File: config.mk
export PLATFORM = sky130hd
export DESIGN_NAME = i8c_requant
export DESIGN_NICKNAME = d
export VERILOG_FILES = /design/src/rtl/i8c_pkg.sv /design/src/rtl/i8c_requant.sv
export SDC_FILE = /design/constraint.sdc
export NUM_CORES = 2
export LEC_CHECK = 0
export BUFFER_PORTS_ARGS = -buffer_cell sky130_fd_sc_hd__buf_4
export CAP_MARGIN = 20
export CORE_MARGIN = 10
export CORE_UTILIZATION = 58
export DETAILED_ROUTE_END_ITERATION = 10
export PLACE_DENSITY = 0.79
export SYNTH_ARGS = -nofsm -noshare
export SYNTH_HDL_FRONTEND = slang
export SYNTH_SLANG_ARGS = --single-unit
File: constraint.sdc
create_clock -name clk_i -period 11.79 [get_ports clk_i]
set_input_delay 2.358 -clock clk_i [delete_from_list [all_inputs] [get_ports clk_i]]
set_output_delay 2.358 -clock clk_i [all_outputs]
set_load 0.01 [all_outputs]
File: src/rtl/i8c_pkg.sv
// i8c_pkg: shared constants, codes and types for the int8 conv2d requantize block.
// No dependencies.
`default_nettype none
package i8c_pkg;

  localparam int DEF_MAX_IMAGE        = 32;
  localparam int DEF_MAX_IN_CHANNELS  = 8;
  localparam int DEF_MAX_OUT_CHANNELS = 16;
  localparam int DEF_MAX_KERNEL       = 5;

  localparam logic [1:0] ACT_PIXEL   = 2'd0;
  localparam logic [1:0] ACT_WEIGHT  = 2'd1;
  localparam logic [1:0] ACT_PARAM   = 2'd2;
  localparam logic [1:0] ACT_COMPUTE = 2'd3;

  localparam logic [2:0] REG_IN_CH  = 3'd0;
  localparam logic [2:0] REG_OUT_CH = 3'd1;
  localparam logic [2:0] REG_IMAGE  = 3'd2;
  localparam logic [2:0] REG_KERNEL = 3'd3;
  localparam logic [2:0] REG_IN_ZP  = 3'd4;
  localparam logic [2:0] REG_OUT_ZP = 3'd5;

  localparam int PARAM_W = 16 + 32 + 5;

  typedef struct packed {
    logic valid;
    logic first;
    logic last;
  } mac_ctl_t;

endpackage
`default_nettype wire

File: src/rtl/i8c_requant.sv
// i8c_requant: bias add, rounded doubling high product, rounding shift,
// output zero point and int8 saturation, four pipeline stages. Depends on i8c_pkg.
`default_nettype none
module i8c_requant
  import i8c_pkg::*;
(
  input  wire logic               clk_i,
  input  wire logic               rst_ni,
  input  wire logic               valid_i,
  input  wire logic [31:0]        acc_i,
  input  wire logic signed [15:0] bias_i,
  input  wire logic signed [31:0] mult_i,
  input  wire logic [4:0]         shift_i,
  input  wire logic signed [7:0]  out_zp_i,
  output logic                    valid_o,
  output logic signed [7:0]       act_o
);
  logic [3:0]         v_q;
  logic signed [31:0] sum_q;
  logic signed [63:0] prod_q;
  logic               sat_q;
  logic signed [31:0] hp_q;
  logic signed [63:0] rnd;
  logic signed [63:0] quo;
  logic signed [31:0] hp_d;
  logic signed [31:0] shq;
  logic [31:0]        mask;
  logic [31:0]        rem;
  logic [31:0]        thr;
  logic signed [32:0] res;

  always_comb begin
    rnd  = prod_q + ((prod_q >= 0) ? 64'sd1073741824 : -64'sd1073741823);
    quo  = (rnd < 0) ? ((rnd + 64'sd2147483647) >>> 31) : (rnd >>> 31);
    hp_d = sat_q ? 32'sh7fffffff : quo[31:0];
    shq  = hp_q >>> shift_i;
    mask = (32'd1 << shift_i) - 32'd1;
    rem  = hp_q & mask;
    thr  = (mask >> 1) + {31'd0, hp_q[31]};
    res  = 33'(shq) + ((rem > thr) ? 33'sd1 : 33'sd0) + 33'(out_zp_i);
  end

  always_ff @(posedge clk_i or negedge rst_ni) begin
    if (!rst_ni) begin
      v_q <= '0;
    end else begin
      v_q <= {v_q[2:0], valid_i};
    end
  end

  always_ff @(posedge clk_i) begin
    sum_q  <= acc_i + 32'(bias_i);
    prod_q <= sum_q * mult_i;
    sat_q  <= (sum_q == 32'sh80000000) && (mult_i == 32'sh80000000);
    hp_q   <= hp_d;
    if (res < -33'sd128) begin
      act_o <= -8'sd128;
    end else if (res > 33'sd127) begin
      act_o <= 8'sd127;
    end else begin
      act_o <= res[7:0];
    end
  end

  assign valid_o = v_q[3];
endmodule
`default_nettype wire

==> flow_metrics.tcl <==
set metrics [dict create \
    slowest_stage "o311ai_0" \
    area_growth_pct 4.622 \
    finalSetupViolCount 0 \
    cpMostUsedCell "fa_1" \
    worst_pin_slew_ns 1.244 \
    drt-initial-drc-count 3598 \
    synth-compound-area-share 0.08806 \
    r2r_cells 30 \
    yosys.cell_types.count 86 \
    syn_inst 5578 \
    clock_skew_ns 0.02206 \
    ys_seq_area_frac 0.05847 \
    hold_class "flip-flop to flip-flop" \
    design.die.area_mm2 0.09581 \
    grt_pass1_wl_mm 219.9 \
    busiest_layer "met2" \
    synth_fa_ha_area_frac 0.5278 \
    dp_hpwl_mm 101.4 \
    grt_use_met3 0.07607 \
    crit_start "mult_i[8]" \
    grt_pass1_vias 42100 \
    grtUsageMet1 0.3611 \
    io_pins 105 \
    fin_util 0.6098 \
    start_kind "input pin" \
    synthArstFlopShare 0.02837 \
    arrival_ns 11.29 \
    wl_per_cell_um 20.11 \
    r2r_slack_ns 1.98 \
    cts_root_buf "clkbuf_16" \
    grt_antenna_before_repair 3 \
    clk_path_buf_depth 2 \
    r2r_start "sum_q[5]" \
    die_w_um 309.5 \
    grtUsageTotal 0.2902 \
    r2r-end "prod_q[63]" \
    tns_ns 0 \
    ys_ff_latch 141 \
    dr.pass1.iters 6 \
    postCtsHoldBufs 0 \
    use_met2 0.4704 \
    cts_tree "built" \
    clk_latency_ns 0.50 \
    critPathCapture "prod_q[63]" \
    relSlewSlack 0.1697 \
    end_kind "flip-flop" \
    ys_warn_count 0 \
    coreArea_mm2 0.08342 \
    post_cts_buffers 0 \
    synth_top_family_by_area "adder cells" \
    rsz0062_at_grt "no" \
    synth-xor-area-share 0.03188 \
    netlist_area_mm2 0.04862 \
    io_buffers 104 \
    antenna_left 0 \
    path_class "input pin to flip-flop" \
    final-hold-violation-count 0 \
    crit_required_ns 12.20 \
    gp_congestion 0.9377 \
    nNetsFinal 7000 \
    post_cts_resized 0 \
    hold_slack_ns 0.3530 \
    num_vias 38730 \
    synth-edff-count 0 \
    drv_slew 0 \
    synth_mux_area_frac 0.01619 \
    status "complete, no violations" \
    period_minus_slack_ns 10.88 \
    grt_max_degree 56 \
    fmax_mhz 91.90 \
    wl_mm 132.7 \
    cts_num_sinks 141 \
    drc 0 \
    overflow 0 \
    clk_pin_slew_ns 0.07 \
    initial_core_util 0.5828 \
    max_cap_viol_count 0 \
    cts-buffers-inserted 17 \
    die_h_um 309.5 \
    period_share 0.9230 \
    layout-drive-gt1-share 0.04568 \
    synthesis.nets 7074 \
    ys.flop_type "dfxtp_1" \
    row_count 106 \
    drt-vias-per-instance 5.871 \
    cts_max_level 4 \
    critPathMaxStageDelay_ns 0.66 \
    cp_max_fo 33 \
    synth_simple_gate_area_share 0.1681 \
    synth_area_per_cell_um2 8.716 \
    n_antenna_cell 0 \
]
[worst min-delay path by stage]
stage / slack, ns / endpoint / startpoint / cells after the start
after floorplan: 0.33 / v_q[1] / v_q[0] / 0
after global placement: 0.34 / v_q[1] / v_q[0] / 0
after detailed placement: 0.34 / v_q[2] / v_q[1] / 0
after CTS: 0.36 / v_q[2] / v_q[1] / 0
after global routing: 0.37 / v_q[3] / v_q[2] / 0
final: 0.35 / v_q[2] / v_q[1] / 0
[worst max-delay path: cells and delay by family]
family | cells | cell delay (ns)
adders and majority gates | 9 | 4.43
AOI/OAI and AO/OA | 9 | 2.89
and+or+nand+nor | 4 | 0.81
buffers and inverters | 8 | 0.78
[sequential cells by signal (all words and copies together) (netlist names)]
signal	flops
act_o	8
hp_q	32
prod_q	64
sat_q	1
sum_q	32
v_q	4
[final cells by class]
class / instances / area, um2
Inverter: 1160 / 4354
Multi-Input combinational cell: 4021 / 40470
Fill cell: 6972 / 32560
Tap cell: 1080 / 1351
Sequential cell: 141 / 2848
Clock inverter: 14 / 172.7
Timing Repair Buffer: 163 / 1244
Clock buffer: 18 / 429.2
[kinds of logic (layout without fill, tap and decap cells)]
kind of cell             count (synthesis)  after routing
adder cells (fa/ha/maj)               1400           1400
other                                    2              2
multiplexers                            61             61
XOR/XNOR                               177            177
AND/OR/NAND/NOR                       1720           1720
flip-flops                             141            141
AO/OA/AOI/OAI                          661            661
buffers and inverters                 1416           1355
[metrics by stage]
stage          area, um2  setup slack [ns]  cells
3_3_place_gp       50240            0.7559   6564
2_1_floorplan      48630           0.05118   5578
6_report           50870            0.9081   6597
5_1_grt            50870            0.4697   6597
4_1_cts            50840             1.037   6596
3_5_place_dp       50240            0.5666   6564
[cell usage after synthesis, drive strengths merged, types with 7 or more instances]
master | count | share of area
mux2 | 11 | 0.0025
xnor2 | 131 | 0.024
or2 | 11 | 0.0014
o211ai | 17 | 0.0029
a211o | 11 | 0.0020
a41oi | 8 | 0.0014
nor3 | 40 | 0.0041
a211oi | 22 | 0.0035
dfxtp | 137 | 0.056
and2 | 281 | 0.036
o31ai | 10 | 0.0015
nor4b | 7 | 0.0017
or3 | 20 | 0.0026
o21a | 43 | 0.0066
buf | 12 | 0.00095
inv | 1159 | 0.089
or4 | 9 | 0.0014
ha | 315 | 0.081
nand2b | 76 | 0.0098
xor2 | 46 | 0.0083
a2111oi | 7 | 0.0013
and3 | 34 | 0.0044
a21boi | 12 | 0.0019
a21oi | 183 | 0.019
o21ai | 138 | 0.014
mux2i | 37 | 0.0076
nor2b | 35 | 0.0045
clkbuf | 244 | 0.019
nand2 | 921 | 0.071
and4 | 7 | 0.0013
a31oi | 24 | 0.0031
nand3 | 53 | 0.0055
fa | 1085 | 0.45
nor2 | 133 | 0.010
o21bai | 29 | 0.0045
nor4 | 32 | 0.0044
mux4 | 13 | 0.0060
a21o | 89 | 0.014
nand4 | 41 | 0.0058
[cells in the final DEF, fill, tap and decap left out, drive strengths merged, types with 20 or more instances in the layout]
master  count
nand3      53
o21a       43
a211oi     22
a21oi     183
a31oi      24
and3       34
nor3       40
mux2i      37
o21ai     138
nand2     921
nand4      41
a21o       89
inv      1169
or3        20
and2      281
o21bai     29
xnor2     131
fa       1085
buf       163
ha        315
nor2b      35
nand2b     76
nor4       32
nor2      133
xor2       46
dfxtp     137
[metal layers]
metal  routed length, um  vias up
met5                  13        -
met2               61350     2059
met1               50150    19210
li1                    -    16940
met4                6670        2
met3               14490      529
Power is left out: the tool's default activity adds up to more than one toggle a clock period on the data nets, which glitch-free logic cannot reach.
