<file path="config.mk">
export PLATFORM = sky130hd
export DESIGN_NAME = i8c_mac
export DESIGN_NICKNAME = d
export VERILOG_FILES = /design/src/rtl/i8c_pkg.sv /design/src/rtl/i8c_mac.sv
export SDC_FILE = /design/constraint.sdc
export NUM_CORES = 1
export LEC_CHECK = 0
export BUFFER_PORTS_ARGS = -buffer_cell sky130_fd_sc_hd__buf_2
export CAP_MARGIN = 20
export CORE_MARGIN = 4
export CORE_UTILIZATION = 30
export CTS_CLUSTER_SIZE = 28
export DETAILED_ROUTE_END_ITERATION = 8
export PLACE_DENSITY = 0.46
export SETUP_SLACK_MARGIN = 0.1
export SLEW_MARGIN = 20
export SYNTH_ARGS = -nofsm -noshare
export SYNTH_HDL_FRONTEND = slang
export SYNTH_SLANG_ARGS = --single-unit
</file>
<file path="constraint.sdc">
create_clock -name clk_i -period 5.92 [get_ports clk_i]
set_input_delay 1.184 -clock clk_i [delete_from_list [all_inputs] [get_ports clk_i]]
set_output_delay 1.184 -clock clk_i [all_outputs]
set_load 0.02 [all_outputs]
</file>
<file path="src/rtl/i8c_pkg.sv">
// i8c_pkg: shared constants, codes and types for the int8 conv2d requantize block.
// No dependencies.
`default_nettype none
package i8c_pkg;

  localparam int DEF_MAX_IMAGE        = 32;
  localparam int DEF_MAX_IN_CHANNELS  = 8;
  localparam int DEF_MAX_OUT_CHANNELS = 16;
  localparam int DEF_MAX_KERNEL       = 5;

  localparam logic [1:0] ACT_PIXEL   = 2'd0;
  localparam logic [1:0] ACT_WEIGHT  = 2'd1;
  localparam logic [1:0] ACT_PARAM   = 2'd2;
  localparam logic [1:0] ACT_COMPUTE = 2'd3;

  localparam logic [2:0] REG_IN_CH  = 3'd0;
  localparam logic [2:0] REG_OUT_CH = 3'd1;
  localparam logic [2:0] REG_IMAGE  = 3'd2;
  localparam logic [2:0] REG_KERNEL = 3'd3;
  localparam logic [2:0] REG_IN_ZP  = 3'd4;
  localparam logic [2:0] REG_OUT_ZP = 3'd5;

  localparam int PARAM_W = 16 + 32 + 5;

  typedef struct packed {
    logic valid;
    logic first;
    logic last;
  } mac_ctl_t;

endpackage
`default_nettype wire

</file>
<file path="src/rtl/i8c_mac.sv">
// i8c_mac: multiply-accumulate pipeline, weight times (pixel - zero point).
// Depends on i8c_pkg.
`default_nettype none
module i8c_mac
  import i8c_pkg::*;
(
  input  wire logic               clk_i,
  input  wire logic               rst_ni,
  input  wire mac_ctl_t           ctl_i,
  input  wire logic signed [7:0]  pixel_i,
  input  wire logic signed [7:0]  weight_i,
  input  wire logic signed [7:0]  in_zp_i,
  output logic                    done_o,
  output logic [31:0]             acc_o
);
  mac_ctl_t           ctl_q;
  logic signed [16:0] prod_q;
  logic signed [8:0]  diff;
  logic [31:0]        acc_d;

  assign diff = 9'(pixel_i) - 9'(in_zp_i);
  assign acc_d = ctl_q.first ? 32'($signed(prod_q)) : acc_o + 32'($signed(prod_q));

  always_ff @(posedge clk_i or negedge rst_ni) begin
    if (!rst_ni) begin
      ctl_q  <= '0;
      done_o <= 1'b0;
    end else begin
      ctl_q  <= ctl_i;
      done_o <= ctl_q.valid && ctl_q.last;
    end
  end

  always_ff @(posedge clk_i) begin
    prod_q <= 17'(weight_i * diff);
    if (ctl_q.valid) begin
      acc_o <= acc_d;
    end
  end
endmodule
`default_nettype wire

</file>
==> flow_metrics.env <==
export IMPL_fp_dieH_um=158
export IMPL_yosys_area_share_xor_xnor_pct=5.85
export IMPL_preCtsSetupSlack_ns=-0.395
export IMPL_cts_hold_fix_buffers=0
export IMPL_yosys_cell_types_count=71
export IMPL_finClkSkew_ns=0.00747
export IMPL_whs_path_depth=1
export IMPL_critPathMostFrequentCell="sky130_fd_sc_hd__fa_1"
export IMPL_postLayoutCellArea_mm2=0.00821
export IMPL_largest_net_degree_at_the_start_of_global_routing=61
export IMPL_number_of_rows_in_the_core_area=54
export IMPL_syn_cell_area_mm2=0.00673
export IMPL_path_cells="buf_6 > inv_4 > ha_4 > fa_2 > o21ai_2 > a21oi_2 > o21bai_1 > a21o_1 > nand2_2 > a31o_4 > and2_4 > fa_1 > fa_1 > fa_1 > inv_1 > fa_1 > inv_1 > ha_1 > or2_2 > a21oi_2 > a21oi_2 > xnor2_1"
export IMPL_run_status="finished clean"
export IMPL_cp_required_ns=6.10
export IMPL_synth_seq_area_share_pct=20.8
export IMPL_port_buffers=61
export IMPL_n_diodes=0
export IMPL_htreeDepth=2
export IMPL_grt_pass1_vias=5486
export IMPL_floorplan_io_pins=62
export IMPL_post_dp_hpwl_um=12000
export IMPL_clock_pin_slew_on_the_worst_setup_and_hold_paths_ns=0.07
export IMPL_clk_path_buf_depth=2
export IMPL_postSynth_asyncResetShare_pct=7.55
export IMPL_dr_pass1_iters=6
export IMPL_setup_viol_count_final=0
export IMPL_critical_path_endpoint_type="flop"
export IMPL_slew_limit_headroom_pct=34.4
export IMPL_tns_ns=0
export IMPL_rsz_0062_raised_after_global_routing="yes"
export IMPL_post_synth_mux_area_share_pct=1.73
export IMPL_wl_per_cell_um=13.3
export IMPL_area_delta_synth_final_pct=22.0
export IMPL_critical_path_slowest_cell="sky130_fd_sc_hd__fa_1"
export IMPL_mostFrequentLayoutCells="sky130_fd_sc_hd__inv_1, sky130_fd_sc_hd__fa_1, sky130_fd_sc_hd__ha_1"
export IMPL_grt_overflow_total=0
export IMPL_synthSimpleGateAreaFrac_pct=15.9
export IMPL_detail_route_wirelength_um=14800
export IMPL_clock_latency_ns=0.29
export IMPL_place_inst=1102
export IMPL_final_cells=1116
export IMPL_placed_cell_area_mm2=0.00781
export IMPL_post_synth_inst_count=736
export IMPL_start_util_pct=30.7
export IMPL_yosysWarnings=0
export IMPL_start_kind="primary input"
export IMPL_timing_final_crit_share_pct=98.0
export IMPL_synth_fp_nets=898
export IMPL_layout_cells_most_common="sky130_fd_sc_hd__inv_1"
export IMPL_worst_endpoint_arrival_ns=5.98
export IMPL_core_mm2=0.0220
export IMPL_number_of_pins_with_negative_max_slew_slack_in_the_final_report=0
export IMPL_cts_root_buf="sky130_fd_sc_hd__clkbuf_16"
export IMPL_fmax_mhz=172
export IMPL_synth_ff_latch_count=53
export IMPL_grt_usage_pct=12.8
export IMPL_hold_path_class="flop to flop"
export IMPL_vias_per_cell=4.70
export IMPL_num_vias=5241
export IMPL_post_detailed_route_drc_marker_count=0
export IMPL_tritoncts="built"
export IMPL_fin_nets=997
export IMPL_ys_flop_type="sky130_fd_sc_hd__edfxtp_1"
export IMPL_worst_slew_pin_transition_ns=0.984
export IMPL_tritoncts_buffers=5
export IMPL_avgSynthCellArea_um2=9.15
export IMPL_filler_cell_count=2229
export IMPL_global_route_wire_length_before_repair_um=26500
export IMPL_finalWorstSetupSlack_ns=0.121
export IMPL_floorplan_die_width_um=158
export IMPL_post_synth_fa_ha_maj_area_fraction_pct=31.8
export IMPL_path_class="primary input to flop"
export IMPL_antenna_found_initial=0
export IMPL_drt_antenna_violating_nets=0
export IMPL_post_route_cells_drive_above_1_share_pct=23.3
export IMPL_critical_path_peak_fanout=8
export IMPL_cts_sinks=53
export IMPL_finalWorstPathRequiredPeriod_ns=5.80
export IMPL_synth_enable_flop_cells=32
export IMPL_fp_dieArea_mm2=0.0249
export IMPL_cap_viol_max_count=0
export IMPL_synth_compound_gate_area_share_pct=16.4
export IMPL_drt_iter0_markers=244
export IMPL_worst_r2r_path_depth=9
export IMPL_delay_of_the_slowest_cell_on_the_worst_path_ns=0.57
export IMPL_place_congestion=0.777
export IMPL_combinational_family_with_the_most_area_after_synthesis="adder cells"
export IMPL_finalHoldViolations=0
==> worst max-delay path: cells and delay by family <==
kind / cells / cell delay [ns]
adders and majority gates: 7 / 2.84
and+or+nand+nor: 3 / 0.58
buffers and inverters: 4 / 0.20
AOI/OAI and AO/OA: 7 / 1.05
xor gates and xnor gates: 1 / 0.12
==> Yosys cell counts (2+ instances only) <==
library cell,count,share of area [%]
sky130_fd_sc_hd__o31ai_1,4,0.45
sky130_fd_sc_hd__o21ai_1,26,1.9
sky130_fd_sc_hd__a21o_1,28,3.1
sky130_fd_sc_hd__o21bai_1,6,0.67
sky130_fd_sc_hd__a21oi_1,33,2.5
sky130_fd_sc_hd__dfrtp_1,4,1.5
sky130_fd_sc_hd__o21ai_0,13,0.97
sky130_fd_sc_hd__o21a_1,4,0.45
sky130_fd_sc_hd__mux2i_1,6,0.89
sky130_fd_sc_hd__a31oi_1,8,0.74
sky130_fd_sc_hd__and3_1,3,0.28
sky130_fd_sc_hd__and2_1,30,2.8
sky130_fd_sc_hd__or2_1,2,0.19
sky130_fd_sc_hd__edfxtp_1,32,14
sky130_fd_sc_hd__nor3b_1,2,0.22
sky130_fd_sc_hd__ha_1,69,13
sky130_fd_sc_hd__o211ai_1,3,0.33
sky130_fd_sc_hd__nor2_1,24,1.3
sky130_fd_sc_hd__buf_2,2,0.15
sky130_fd_sc_hd__o31ai_4,2,0.63
sky130_fd_sc_hd__nand3b_1,2,0.22
sky130_fd_sc_hd__clkbuf_1,19,1.1
sky130_fd_sc_hd__nand3_1,10,0.74
sky130_fd_sc_hd__nor2b_1,19,1.8
sky130_fd_sc_hd__or2_2,6,0.56
sky130_fd_sc_hd__mux2_1,4,0.67
sky130_fd_sc_hd__dfxtp_1,17,5.1
sky130_fd_sc_hd__and4bb_1,2,0.37
sky130_fd_sc_hd__a211oi_1,3,0.33
sky130_fd_sc_hd__a41oi_1,2,0.26
sky130_fd_sc_hd__xor2_1,21,2.7
sky130_fd_sc_hd__xnor2_1,24,3.1
sky130_fd_sc_hd__a21oi_2,2,0.26
sky130_fd_sc_hd__nand2b_1,18,1.7
sky130_fd_sc_hd__o311ai_1,3,0.39
sky130_fd_sc_hd__inv_1,111,6.2
sky130_fd_sc_hd__nor3_1,11,0.82
sky130_fd_sc_hd__fa_1,64,19
sky130_fd_sc_hd__a211oi_2,3,0.56
sky130_fd_sc_hd__nand4_1,5,0.46
sky130_fd_sc_hd__nand2_1,59,3.3
==> routing by layer <==
metal	GRT usage (%)	wire, µm
met2	20.7	6690
met5	0	0
met1	18.8	7480
met4	1.35	92
met3	1.94	578
==> layout make-up <==
class	count	area (µm²)	area share (%)
Clock inverter	3	43.8	0.533
Timing Repair Buffer	114	757	9.22
Clock buffer	5	125	1.52
Sequential cell	53	1400	17.1
Multi-Input combinational cell	549	5100	62.1
Tap cell	280	350	4.27
Inverter	112	437	5.32
==> worst paths after layout <==
check | slack, ns | start | to
hold reg to reg | 0.45 | ctl_q[0]$_DFF_PN0_ | done_o$_DFF_PN0_
min in group asynchronous | 0.68 | rst_ni | done_o$_DFF_PN0_
max in group asynchronous | 5.12 | rst_ni | ctl_q[1]$_DFF_PN0_
setup / recovery | 0.12 | pixel_i[0] | prod_q[16]$_DFF_P_
hold / removal | 0.45 | ctl_q[0]$_DFF_PN0_ | done_o$_DFF_PN0_
setup reg to reg | 2.68 | prod_q[16]$_DFF_P_ | acc_o[28]$_DFFE_PP_
==> per-stage QoR <==
| step | utilization [%] | hold slack (ns) |
|---|---|---|
| after floorplan | - | 0.428 |
| after global placement | 35.5 | 0.430 |
| after detailed placement | 35.5 | 0.438 |
| after CTS | 37.3 | 0.456 |
| after global routing | 37.4 | 0.475 |
| final | 37.4 | 0.455 |
==> flip-flops by register name (all words and copies together), names as in the netlist <==
register	count
ctl_q	3
done_o	1
prod_q	17
acc_o	32
==> kinds of logic (layout without fill, tap and decap cells) <==
logic type / Yosys count / in the layout
mux: 11 / 11
xor+xnor: 45 / 45
simple gates: 202 / 202
fa+ha+maj: 133 / 133
compound gates: 158 / 158
buf+inv: 134 / 234
flops: 53 / 53
==> what timing repair did <==
item                                    in CTS  in global routing
pin swaps                                   32                 14
endpoints found under the setup margin       5                  7
buffers inserted                             8                  1
resized for setup                           31                 11
Power is left out: the tool's default activity adds up to more than one toggle a clock period on the data nets, which glitch-free logic cannot reach.
