--- src/rtl/i8c_ram.sv ---
// i8c_ram: generic single-write, single-read RAM with registered read data.
// No dependencies.
`default_nettype none
module i8c_ram #(
  parameter int W = 8,
  parameter int D = 16
) (
  input  wire logic                                clk_i,
  input  wire logic                                we_i,
  input  wire logic [((D > 1) ? $clog2(D) : 1)-1:0] waddr_i,
  input  wire logic [W-1:0]                        wdata_i,
  input  wire logic                                re_i,
  input  wire logic [((D > 1) ? $clog2(D) : 1)-1:0] raddr_i,
  output logic      [W-1:0]                        rdata_o
);
  logic [W-1:0] mem_q [D];

  always_ff @(posedge clk_i) begin
    if (we_i) begin
      mem_q[waddr_i] <= wdata_i;
    end
    if (re_i) begin
      rdata_o <= mem_q[raddr_i];
    end
  end
endmodule
`default_nettype wire

--- config.mk ---
export PLATFORM = sky130hd
export DESIGN_NAME = i8c_ram
export DESIGN_NICKNAME = d
export VERILOG_FILES = /design/src/rtl/i8c_ram.sv
export SDC_FILE = /design/constraint.sdc
export NUM_CORES = 1
export LEC_CHECK = 0
export ABC_AREA = 1
export BUFFER_PORTS_ARGS = -buffer_cell sky130_fd_sc_hd__clkbuf_2
export CORE_MARGIN = 2
export CORE_UTILIZATION = 30
export DETAILED_ROUTE_END_ITERATION = 12
export SETUP_SLACK_MARGIN = 0.4
export SYNTH_ARGS = -nofsm -noshare
export SYNTH_HDL_FRONTEND = slang
export SYNTH_SLANG_ARGS = --single-unit
export TNS_END_PERCENT = 5
--- constraint.sdc ---
create_clock -name clk_i -period 1.1 [get_ports clk_i]
set_input_delay 0.11 -clock clk_i [delete_from_list [all_inputs] [get_ports clk_i]]
set_output_delay 0.11 -clock clk_i [all_outputs]
set_load 0.005 [all_outputs]
==> flow_summary_export.csv, run 1 <==
group,metric,value,unit
cts,cts_inserted_buffers,17,
worst_setup_path,critPathLaunchType,"flop",
power,peakVddDrop,0.806,mV
timing,maxSlewHeadroom,76.3,%
timing,final_hold_viol_count,0,
placement,dpl_cell_area,6680,um^2
min_path,hold_depth,1,
worst_setup_path,cp.depth,1,
synth,yosysSeqAreaShare,69.8,%
timing,fin_crit_sh,100,%
floorplan,die_w,144,um
detailed_routing,route.detailed.drc,0,
worst_setup_path,r2r_setup_slack,0.05,ns
worst_setup_path,reg2reg_from,"mem_q[7][5]$_DFFE_PP_",
cts,cts-root-buf,"clkbuf_16",
layout,final_nets,626,
placement,portBuffers,26,
global_route,grt_pass1_vias,3716,
synth,synth_cells,551,
cts,cts_num_sinks,136,
synth,synth_seq_cells,136,
worst_setup_path,critPathMaxStageDelay,0.43,ns
floorplan,rows,51,
worst_setup_path,cp_data_required_time,0.99,ns
synth,synth_nets,570,
worst_setup_path,cp_max_fo,1,
global_route,grtUsageTotal,13.1,%
timing,skew,0.00375,ns
cts,clkSlewWorstSetupHoldPaths,0.06,ns
synth,synth_cell_types,11,
min_path,hold_path_class,"in -> reg",
worst_setup_path,cp_data_arrival_time,0.99,ns
timing,min_period,1.10,ns
layout,final_cell_mix,"nand2_1 (172), edfxtp_1 (136), inv_1 (97)",
floorplan,fp.coreArea,19300,um^2
power,power_density,1630,nW/um^2
worst_setup_path,critPathBufInv,1,
detailed_routing,drtIter0Drc,204,
synth,syn-cell-area,5850,um^2
worst_setup_path,cp_cell_sequence,"clkbuf_2",
worst_setup_path,cpLargestDelayFamily,"flip-flops",
layout,diodes,0,
global_route,grt_max_degree,56,
layout,drive_above_1_share,19.8,%
cts,htreeDepth,4,
min_path,min_to,"rdata_o[5]$_DFFE_PP_",
worst_setup_path,reg2reg_to,"rdata_o[5]$_DFFE_PP_",
synth,ys_warn_count,0,
detailed_routing,num_vias,3749,
run,maxCapViolCount,0,
layout,areaGrowthSynthToFinish,25.2,%
timing,fmax,909,MHz
timing,tightest_slew,0.355,ns
timing,setup_viol,1,
detailed_routing,wl_per_cell,13.9,um
detailed_routing,ant_nets,0,
global_route,grt_pass1_wl,19700,um
layout,final_common_cell,"nand2_1",
layout,post-route-util,38.0,%
cts,cts_setup_buffers,0,
power,finalPower,11.9,mW
detailed_routing,routed_wl,12300,um
outcome,outcome,"finished, violations left",
placement,dp_hpwl,8270,um
power,leakagePower,3.07,nW
placement,post-place-ws,-0.190,ns
detailed_routing,firstDrtPassIters,4,
floorplan,die_h,144,um
floorplan,die_area,20600,um^2
detailed_routing,viasPerCell,4.24,
timing,fin_hold_ws,0.0741,ns
cts,cts.path.max_buffers,2,
global_route,antenna_found_initial,0,
cts,insertion_delay,0.42,ns
worst_setup_path,reg2reg_depth,6,
floorplan,start_util,30.3,%
worst_setup_path,critical_path_class,"reg -> out",
placement,routabilityCongestion,0.784,
min_path,hold_start,"re_i",
outcome,violations,"setup timing",
timing,rsz0062_at_grt,"yes",
timing,drv_slew,0,
global_route,grt_overflow,0,
cts,cts_hold_buffers,0,
layout,fin_area,7320,um^2
cts,cts_tree,"yes",
floorplan,boundaryPins,27,
synth,synth.avg_cell_area,10.6,um^2
worst_setup_path,worst_setup_path_end_kind,"output port",
worst_setup_path,critPathSlowestCell,"edfxtp_1",
timing,setup_slack,-0.000345,ns
[where the power goes]
part           switching, mW  internal (mW)  leakage [nW]
Sequential            0.0334           5.84          1.24
Combinational          0.495          0.294          1.57
Clock                   1.96           3.27         0.270
[through the flow]
step	TNS, ns	cells
6_report	-0.000345	885
5_1_grt	-0.0838	885
4_1_cts	-0.0128	885
3_5_place_dp	-4.14	853
3_3_place_gp	-3.06	853
2_1_floorplan	0	551
[cells by family after synthesis]
family / share of synthesized area [%]
flops: 69.8
buf+inv: 9.39
simple gates: 20.8
[how the worst max path moves through the flow]
stage	from	end	slack, ns
after global routing	mem_q[4][5]$_DFFE_PP_	rdata_o[5]$_DFFE_PP_	-0.03
after CTS	rdata_o[4]$_DFFE_PP_	rdata_o[4]	-0.01
after global placement	raddr_i[0]	rdata_o[6]$_DFFE_PP_	-0.18
final	rdata_o[4]$_DFFE_PP_	rdata_o[4]	-0.0003
after detailed placement	raddr_i[0]	rdata_o[6]$_DFFE_PP_	-0.19
after floorplan	waddr_i[2]	mem_q[10][0]$_DFFE_PP_	0.12
[flip-flops by register name, summed over array words and instances, names as in the netlist]
signal   cells
mem_q      128
rdata_o      8
[metal layers]
metal	routed length (um)	GRT usage, %	vias up	share of wire (%)
met3	559	2.77	16	4.5
met2	5730	20.8	75	47
met1	5760	17.3	1765	47
li1	-	-	1893	-
met4	242	6.09	0	2.0
met5	0	0	-	0
[cell usage after synthesis]
master      n  share of area (%)
nand3b_1    2               0.26
inv_2       2               0.13
buf_4       4               0.51
nand2_1   173                 11
nor2_1     17                1.1
buf_1       1              0.064
edfxtp_1  136                 70
buf_6       6                1.2
inv_1     100                6.4
nand3_1    97                8.3
buf_2      13                1.1
[repair_timing]
| action | 4_1_cts | 5_1_grt |
|---|---|---|
| hold endpoints to repair | 0 | 0 |
| pin swaps | 43 | 27 |
| gates resized for setup | 5 | 17 |
| endpoints found under the setup margin | 41 | 107 |
[final cells by class]
class | count | area (um^2)
Fill cell | 1893 | 12000
Sequential cell | 136 | 4080
Multi-Input combinational cell | 289 | 1330
Timing Repair Buffer | 61 | 651
Clock buffer | 20 | 437
Inverter | 102 | 383
Tap cell | 265 | 332
Clock inverter | 12 | 109
Power figures use the tool's default switching activity.
==> run 2, diff against run 1 <==
--- a/config.mk
+++ b/config.mk
@@ -6,10 +6,12 @@
 export NUM_CORES = 1
 export LEC_CHECK = 0
 export ABC_AREA = 1
+export ABC_CLOCK_PERIOD_IN_PS = 1100
 export BUFFER_PORTS_ARGS = -buffer_cell sky130_fd_sc_hd__clkbuf_2
 export CORE_MARGIN = 2
 export CORE_UTILIZATION = 30
 export DETAILED_ROUTE_END_ITERATION = 12
+export REMOVE_ABC_BUFFERS = 1
 export SETUP_SLACK_MARGIN = 0.4
 export SYNTH_ARGS = -nofsm -noshare
 export SYNTH_HDL_FRONTEND = slang
==> run 2 against run 1 <==
  * The run now ends clean
  * Hold slack better by 0.040 ns
  * Via count is 2.2% higher
  * Final cell count is 0.45% higher
  * Die area stayed put
  * Clock power is 4.0% higher
  * Sequential cell count stayed put
  * Critical path depth stayed put
  * Sequential power hardly changed
  * Power is 1.8% higher
  * Largest cell class unchanged
  * Largest power group unchanged
==> flow_summary_export.csv, run 2 (synthesis results as in run 1) <==
group,metric,value,unit
detailed_routing,route.detailed.drc,0,
worst_setup_path,critPathSlowestCell,"edfxtp_1",
timing,fmax,922,MHz
floorplan,die_w,144,um
detailed_routing,ant_nets,0,
floorplan,die_area,20600,um^2
global_route,grt_max_degree,30,
detailed_routing,routed_wl,12900,um
layout,final_cell_mix,"nand2_1 (171), edfxtp_1 (136), inv_1 (100)",
placement,dp_hpwl,8480,um
global_route,grtUsageTotal,13.6,%
layout,final_common_cell,"nand2_1",
timing,fin_hold_ws,0.114,ns
worst_setup_path,cp_max_fo,1,
detailed_routing,drtIter0Drc,315,
cts,insertion_delay,0.41,ns
timing,min_period,1.08,ns
cts,cts_num_sinks,136,
layout,largest_reg_flops,128,
min_path,hold_depth,1,
cts,cts_tree,"yes",
layout,final_nets,631,
placement,routabilityCongestion,0.781,
detailed_routing,wl_per_cell,14.6,um
layout,areaGrowthSynthToFinish,23.8,%
timing,drv_slew,0,
cts,cts_hold_buffers,0,
global_route,grt_overflow,0,
timing,final_hold_viol_count,0,
cts,cts_inserted_buffers,17,
outcome,outcome,"finished, final reports clean",
worst_setup_path,critPathBufInv,1,
cts,cts-root-buf,"clkbuf_16",
worst_setup_path,reg2reg_from,"mem_q[7][5]$_DFFE_PP_",
worst_setup_path,critPathMaxStageDelay,0.42,ns
worst_setup_path,reg2reg_depth,6,
global_route,antenna_found_initial,0,
floorplan,rows,51,
min_path,min_to,"mem_q[8][3]$_DFFE_PP_",
worst_setup_path,cp_cell_sequence,"clkbuf_2",
worst_setup_path,critical_path_class,"reg -> out",
floorplan,start_util,30.3,%
global_route,grt_pass1_wl,20500,um
layout,post-route-util,37.6,%
timing,setup_viol,0,
min_path,hold_start,"wdata_i[3]",
floorplan,boundaryPins,27,
floorplan,fp.coreArea,19300,um^2
layout,top_register,"mem_q",
floorplan,die_h,144,um
layout,diodes,0,
power,finalPower,12.1,mW
worst_setup_path,cp_data_arrival_time,0.97,ns
cts,cts_setup_buffers,0,
timing,fin_crit_sh,98.6,%
timing,skew,0.0147,ns
layout,drive_above_1_share,19.9,%
cts,htreeDepth,4,
worst_setup_path,reg2reg_to,"rdata_o[5]$_DFFE_PP_",
power,peakVddDrop,0.920,mV
global_route,grt_pass1_vias,3822,
worst_setup_path,critPathLaunchType,"flop",
timing,maxSlewHeadroom,72.0,%
run,maxCapViolCount,0,
power,leakagePower,3.10,nW
cts,cts.path.max_buffers,2,
layout,top_regs,"mem_q x128, rdata_o x8",
worst_setup_path,cp.depth,1,
worst_setup_path,r2r_setup_slack,0.02,ns
placement,portBuffers,26,
timing,rsz0062_at_grt,"yes",
detailed_routing,viasPerCell,4.31,
detailed_routing,firstDrtPassIters,5,
timing,setup_slack,0.0157,ns
detailed_routing,num_vias,3831,
power,power_density,1670,nW/um^2
worst_setup_path,worst_setup_path_end_kind,"output port",
worst_setup_path,cpLargestDelayFamily,"flip-flops",
timing,tightest_slew,0.419,ns
cts,clkSlewWorstSetupHoldPaths,0.06,ns
placement,post-place-ws,-0.193,ns
min_path,hold_path_class,"in -> reg",
worst_setup_path,cp_data_required_time,0.99,ns
## run 2: stage by stage
step                      cells  setup TNS [ns]  cell area (um^2)
after floorplan             527          -0.989              5680
after global placement      858           -1.34              6520
after detailed placement    858           -1.32              6520
after CTS                   889       -0.000755              7160
after global routing        889          -0.167              7240
final                       889               0              7240
## run 2: routing by layer
| metal | part of all wire, % | global-route usage (%) | vias up | wire length, um |
|---|---|---|---|---|
| li1 | - | - | 1903 | - |
| met3 | 3.8 | 3.57 | 8 | 490 |
| met4 | 0.89 | 4.39 | 0 | 115 |
| met1 | 45 | 17.3 | 1842 | 5800 |
| met2 | 50 | 22.5 | 78 | 6540 |
| met5 | 0 | 0 | - | 0 |
## run 2: worst max path at each step
stage                                startpoint              endpoint  slack, ns
after floorplan                      raddr_i[0]  rdata_o[2]$_DFFE_PP_      -0.13
after global placement               raddr_i[0]  rdata_o[5]$_DFFE_PP_      -0.17
after detailed placement             raddr_i[0]  rdata_o[2]$_DFFE_PP_      -0.19
after CTS                  rdata_o[6]$_DFFE_PP_            rdata_o[6]    -0.0008
after global routing      mem_q[5][3]$_DFFE_PP_  rdata_o[3]$_DFFE_PP_      -0.04
final                      rdata_o[6]$_DFFE_PP_            rdata_o[6]       0.02
## run 2: final cells by class
cell class | count | area (um^2)
well taps | 265 | 332
clock buffers | 18 | 429
fillers | 1886 | 12000
repair buffers | 66 | 527
multi-input cells | 289 | 1350
clock inverters | 13 | 136
inverters | 102 | 383
flip-flops and latches | 136 | 4080
## run 2: what timing repair did
action                                  CTS  global route
pin swaps                                37            12
resized for setup                        15            26
hold endpoints to repair                  0             0
endpoints found under the setup margin   16            48
## run 2: where the power goes
part           switching (mW)  internal, mW
Sequential             0.0309          5.84
Clock                    1.95          3.49
Combinational           0.513         0.287
Total                    2.50          9.62
==> run 3, diff against run 2 <==
==> constraint.sdc (replaced) <==
create_clock -name clk_i -period 1.1 [get_ports clk_i]
set_input_delay 0 -clock clk_i [delete_from_list [all_inputs] [get_ports clk_i]]
set_output_delay 0 -clock clk_i [all_outputs]
set_load 0.005 [all_outputs]
==> run 3 against run 2 <==
  * The flow now finishes with violations (hold timing)
  * Power is 4.7% lower
  * Global-route usage down 0.54 points
  * Clock skew is 0.0085 ns lower
  * Worst setup slack improved by 0.013 ns
  * Maximum frequency is 1.2% higher
  * Combinational power down 4.3%
  * Critical path depth increased by 5
  * Final cell count fell by 0.56%
  * Clock power down 9.7%
  * Routed wire length shrank 3.5%
  * Critical endpoint is now rdata_o[5]$_DFFE_PP_
  * Largest power group unchanged
==> flow_summary_export.csv, run 3 (synthesis results as in run 1) <==
group,metric,value,unit
outcome,outcome,"finished, violations left",
outcome,violations,"hold timing",
cts,cts_hold_buffers,0,
layout,seqCellArea,4080,um^2
worst_setup_path,critical_path_class,"reg -> reg",
cts,cts_inserted_buffers,17,
placement,portBuffers,26,
worst_setup_path,cp_max_fo,1,
timing,skew,0.00625,ns
global_route,antenna_found_initial,0,
worst_setup_path,cpLargestDelayFamily,"simple AND/OR/NAND/NOR gates",
run,maxCapViolCount,0,
worst_setup_path,cp_data_required_time,1.25,ns
worst_setup_path,critPathSlowestCell,"edfxtp_1",
worst_setup_path,crit_end,"rdata_o[5]$_DFFE_PP_",
global_route,grt_pass1_wl,19600,um
timing,fin_hold_ws,-0.00750,ns
timing,tns,0,ns
timing,drv_slew,0,
global_route,grtUsageTotal,13.0,%
timing,fin_crit_sh,97.4,%
power,leakagePower,3.03,nW
worst_setup_path,reg2reg_depth,6,
worst_setup_path,cp_data_arrival_time,1.22,ns
floorplan,die_w,144,um
layout,final_cell_mix,"nand2_1 (170), edfxtp_1 (136), inv_1 (100)",
floorplan,boundaryPins,27,
cts,clkSlewWorstSetupHoldPaths,0.05,ns
floorplan,die_area,20600,um^2
floorplan,die_h,144,um
worst_setup_path,cpMostUsedCell,"nand3_2",
worst_setup_path,reg2reg_to,"rdata_o[5]$_DFFE_PP_",
layout,top_regs,"mem_q x128, rdata_o x8",
cts,cts_setup_buffers,0,
cts,htreeDepth,4,
global_route,grt_max_degree,30,
detailed_routing,firstDrtPassIters,4,
detailed_routing,routed_wl,12500,um
cts,cts_num_sinks,136,
worst_setup_path,worstSetupStartpoint,"mem_q[1][5]$_DFFE_PP_",
layout,fin_area,7090,um^2
layout,top_register,"mem_q",
layout,largest_reg_flops,128,
layout,final_nets,628,
worst_setup_path,cp_cell_sequence,"inv_1 -> nand2_1 -> nand3_1 -> nand3_2 -> nand3_2 -> nand2_2",
layout,multi_input_area,1310,um^2
timing,setup_viol,0,
cts,cts.path.max_buffers,2,
layout,drive_above_1_share,17.0,%
placement,dp_hpwl,8290,um
worst_setup_path,worst_setup_path_end_kind,"flop",
worst_setup_path,critPathMaxStageDelay,0.36,ns
timing,maxSlewHeadroom,71.9,%
detailed_routing,drtIter0Drc,245,
power,finalPower,11.5,mW
layout,diodes,0,
global_route,grt_pass1_vias,3591,
layout,areaGrowthSynthToFinish,21.2,%
layout,fill_cells,1921,
cts,cts-root-buf,"clkbuf_16",
timing,fmax,933,MHz
worst_setup_path,cp.depth,6,
power,peakVddDrop,1.13,mV
worst_setup_path,critPathLaunchType,"flop",
min_path,hold_path_class,"in -> reg",
layout,final_common_cell,"nand2_1",
timing,tightest_slew,0.422,ns
detailed_routing,num_vias,3789,
placement,dpl_cell_area,6490,um^2
detailed_routing,viasPerCell,4.29,
floorplan,rows,51,
worst_setup_path,critPathBufInv,1,
detailed_routing,wl_per_cell,14.1,um
detailed_routing,ant_nets,0,
cts,cts_tree,"yes",
cts,insertion_delay,0.41,ns
global_route,grt_overflow,0,
detailed_routing,route.detailed.drc,0,
worst_setup_path,r2r_setup_slack,0.03,ns
power,power_density,1630,nW/um^2
timing,rsz0062_at_grt,"yes",
floorplan,start_util,30.3,%
worst_setup_path,reg2reg_from,"mem_q[1][5]$_DFFE_PP_",
timing,min_period,1.07,ns
floorplan,fp.coreArea,19300,um^2
placement,routabilityCongestion,0.771,
timing,final_hold_viol_count,8,
[run 3: through the flow]
step / setup WS, ns / instances / hold slack [ns] / util, %
2_1_floorplan: -0.0206 / 527 / 0.0989 / -
3_5_place_dp: -0.0831 / 855 / 0.401 / 33.7
6_report: 0.0284 / 884 / -0.00750 / 36.8
4_1_cts: 0.0222 / 884 / 0.00195 / 36.4
5_1_grt: -0.0325 / 884 / 0.0149 / 36.8
3_3_place_gp: -0.0590 / 855 / 0.399 / 33.7
[run 3: worst min path at each step]
stage,startpoint,endpoint,depth (start not counted)
after global placement,rdata_o[5]$_DFFE_PP_,rdata_o[5],1
after floorplan,wdata_i[0],mem_q[0][0]$_DFFE_PP_,0
after CTS,wdata_i[0],mem_q[9][0]$_DFFE_PP_,1
final,re_i,rdata_o[7]$_DFFE_PP_,1
after global routing,re_i,rdata_o[5]$_DFFE_PP_,1
after detailed placement,rdata_o[1]$_DFFE_PP_,rdata_o[1],1
[run 3: layout make-up]
class | instances | share of cell area (%)
Sequential cell | 136 | 57.6
Multi-Input combinational cell | 289 | 18.4
Timing Repair Buffer | 63 | 6.81
Clock buffer | 21 | 6.21
Inverter | 102 | 5.40
Tap cell | 265 | 4.68
Clock inverter | 8 | 0.830
[run 3: power by group]
part | internal [mW] | switching (mW)
registers | 5.84 | 0.0307
clock network | 3.01 | 1.90
logic | 0.273 | 0.493
total | 9.13 | 2.42
[run 3: worst register-to-register path, cell delays in order (launching register included)]
cell and delay, ns:
edfxtp_1 0.36, inv_1 0.06, nand2_1 0.04, nand3_1 0.10, nand3_2 0.08, nand3_2 0.08, nand2_2 0.09
[run 3: what timing repair did]
action | 4_1_cts | 5_1_grt
pin swaps | 3 | 14
gates resized for setup | 3 | 23
endpoints found under the setup margin | 16 | 16
gates cloned | 0 | 0
[run 3: metal layers]
metal | part of all wire, % | routed length, um | up-vias | GRT usage (%)
li1 | - | - | 1895 | -
met5 | 0 | 0 | - | 0
met3 | 4.4 | 545 | 13 | 3.37
met2 | 48 | 6040 | 77 | 21.4
met1 | 46 | 5750 | 1804 | 16.9
met4 | 1.3 | 160 | 0 | 4.02
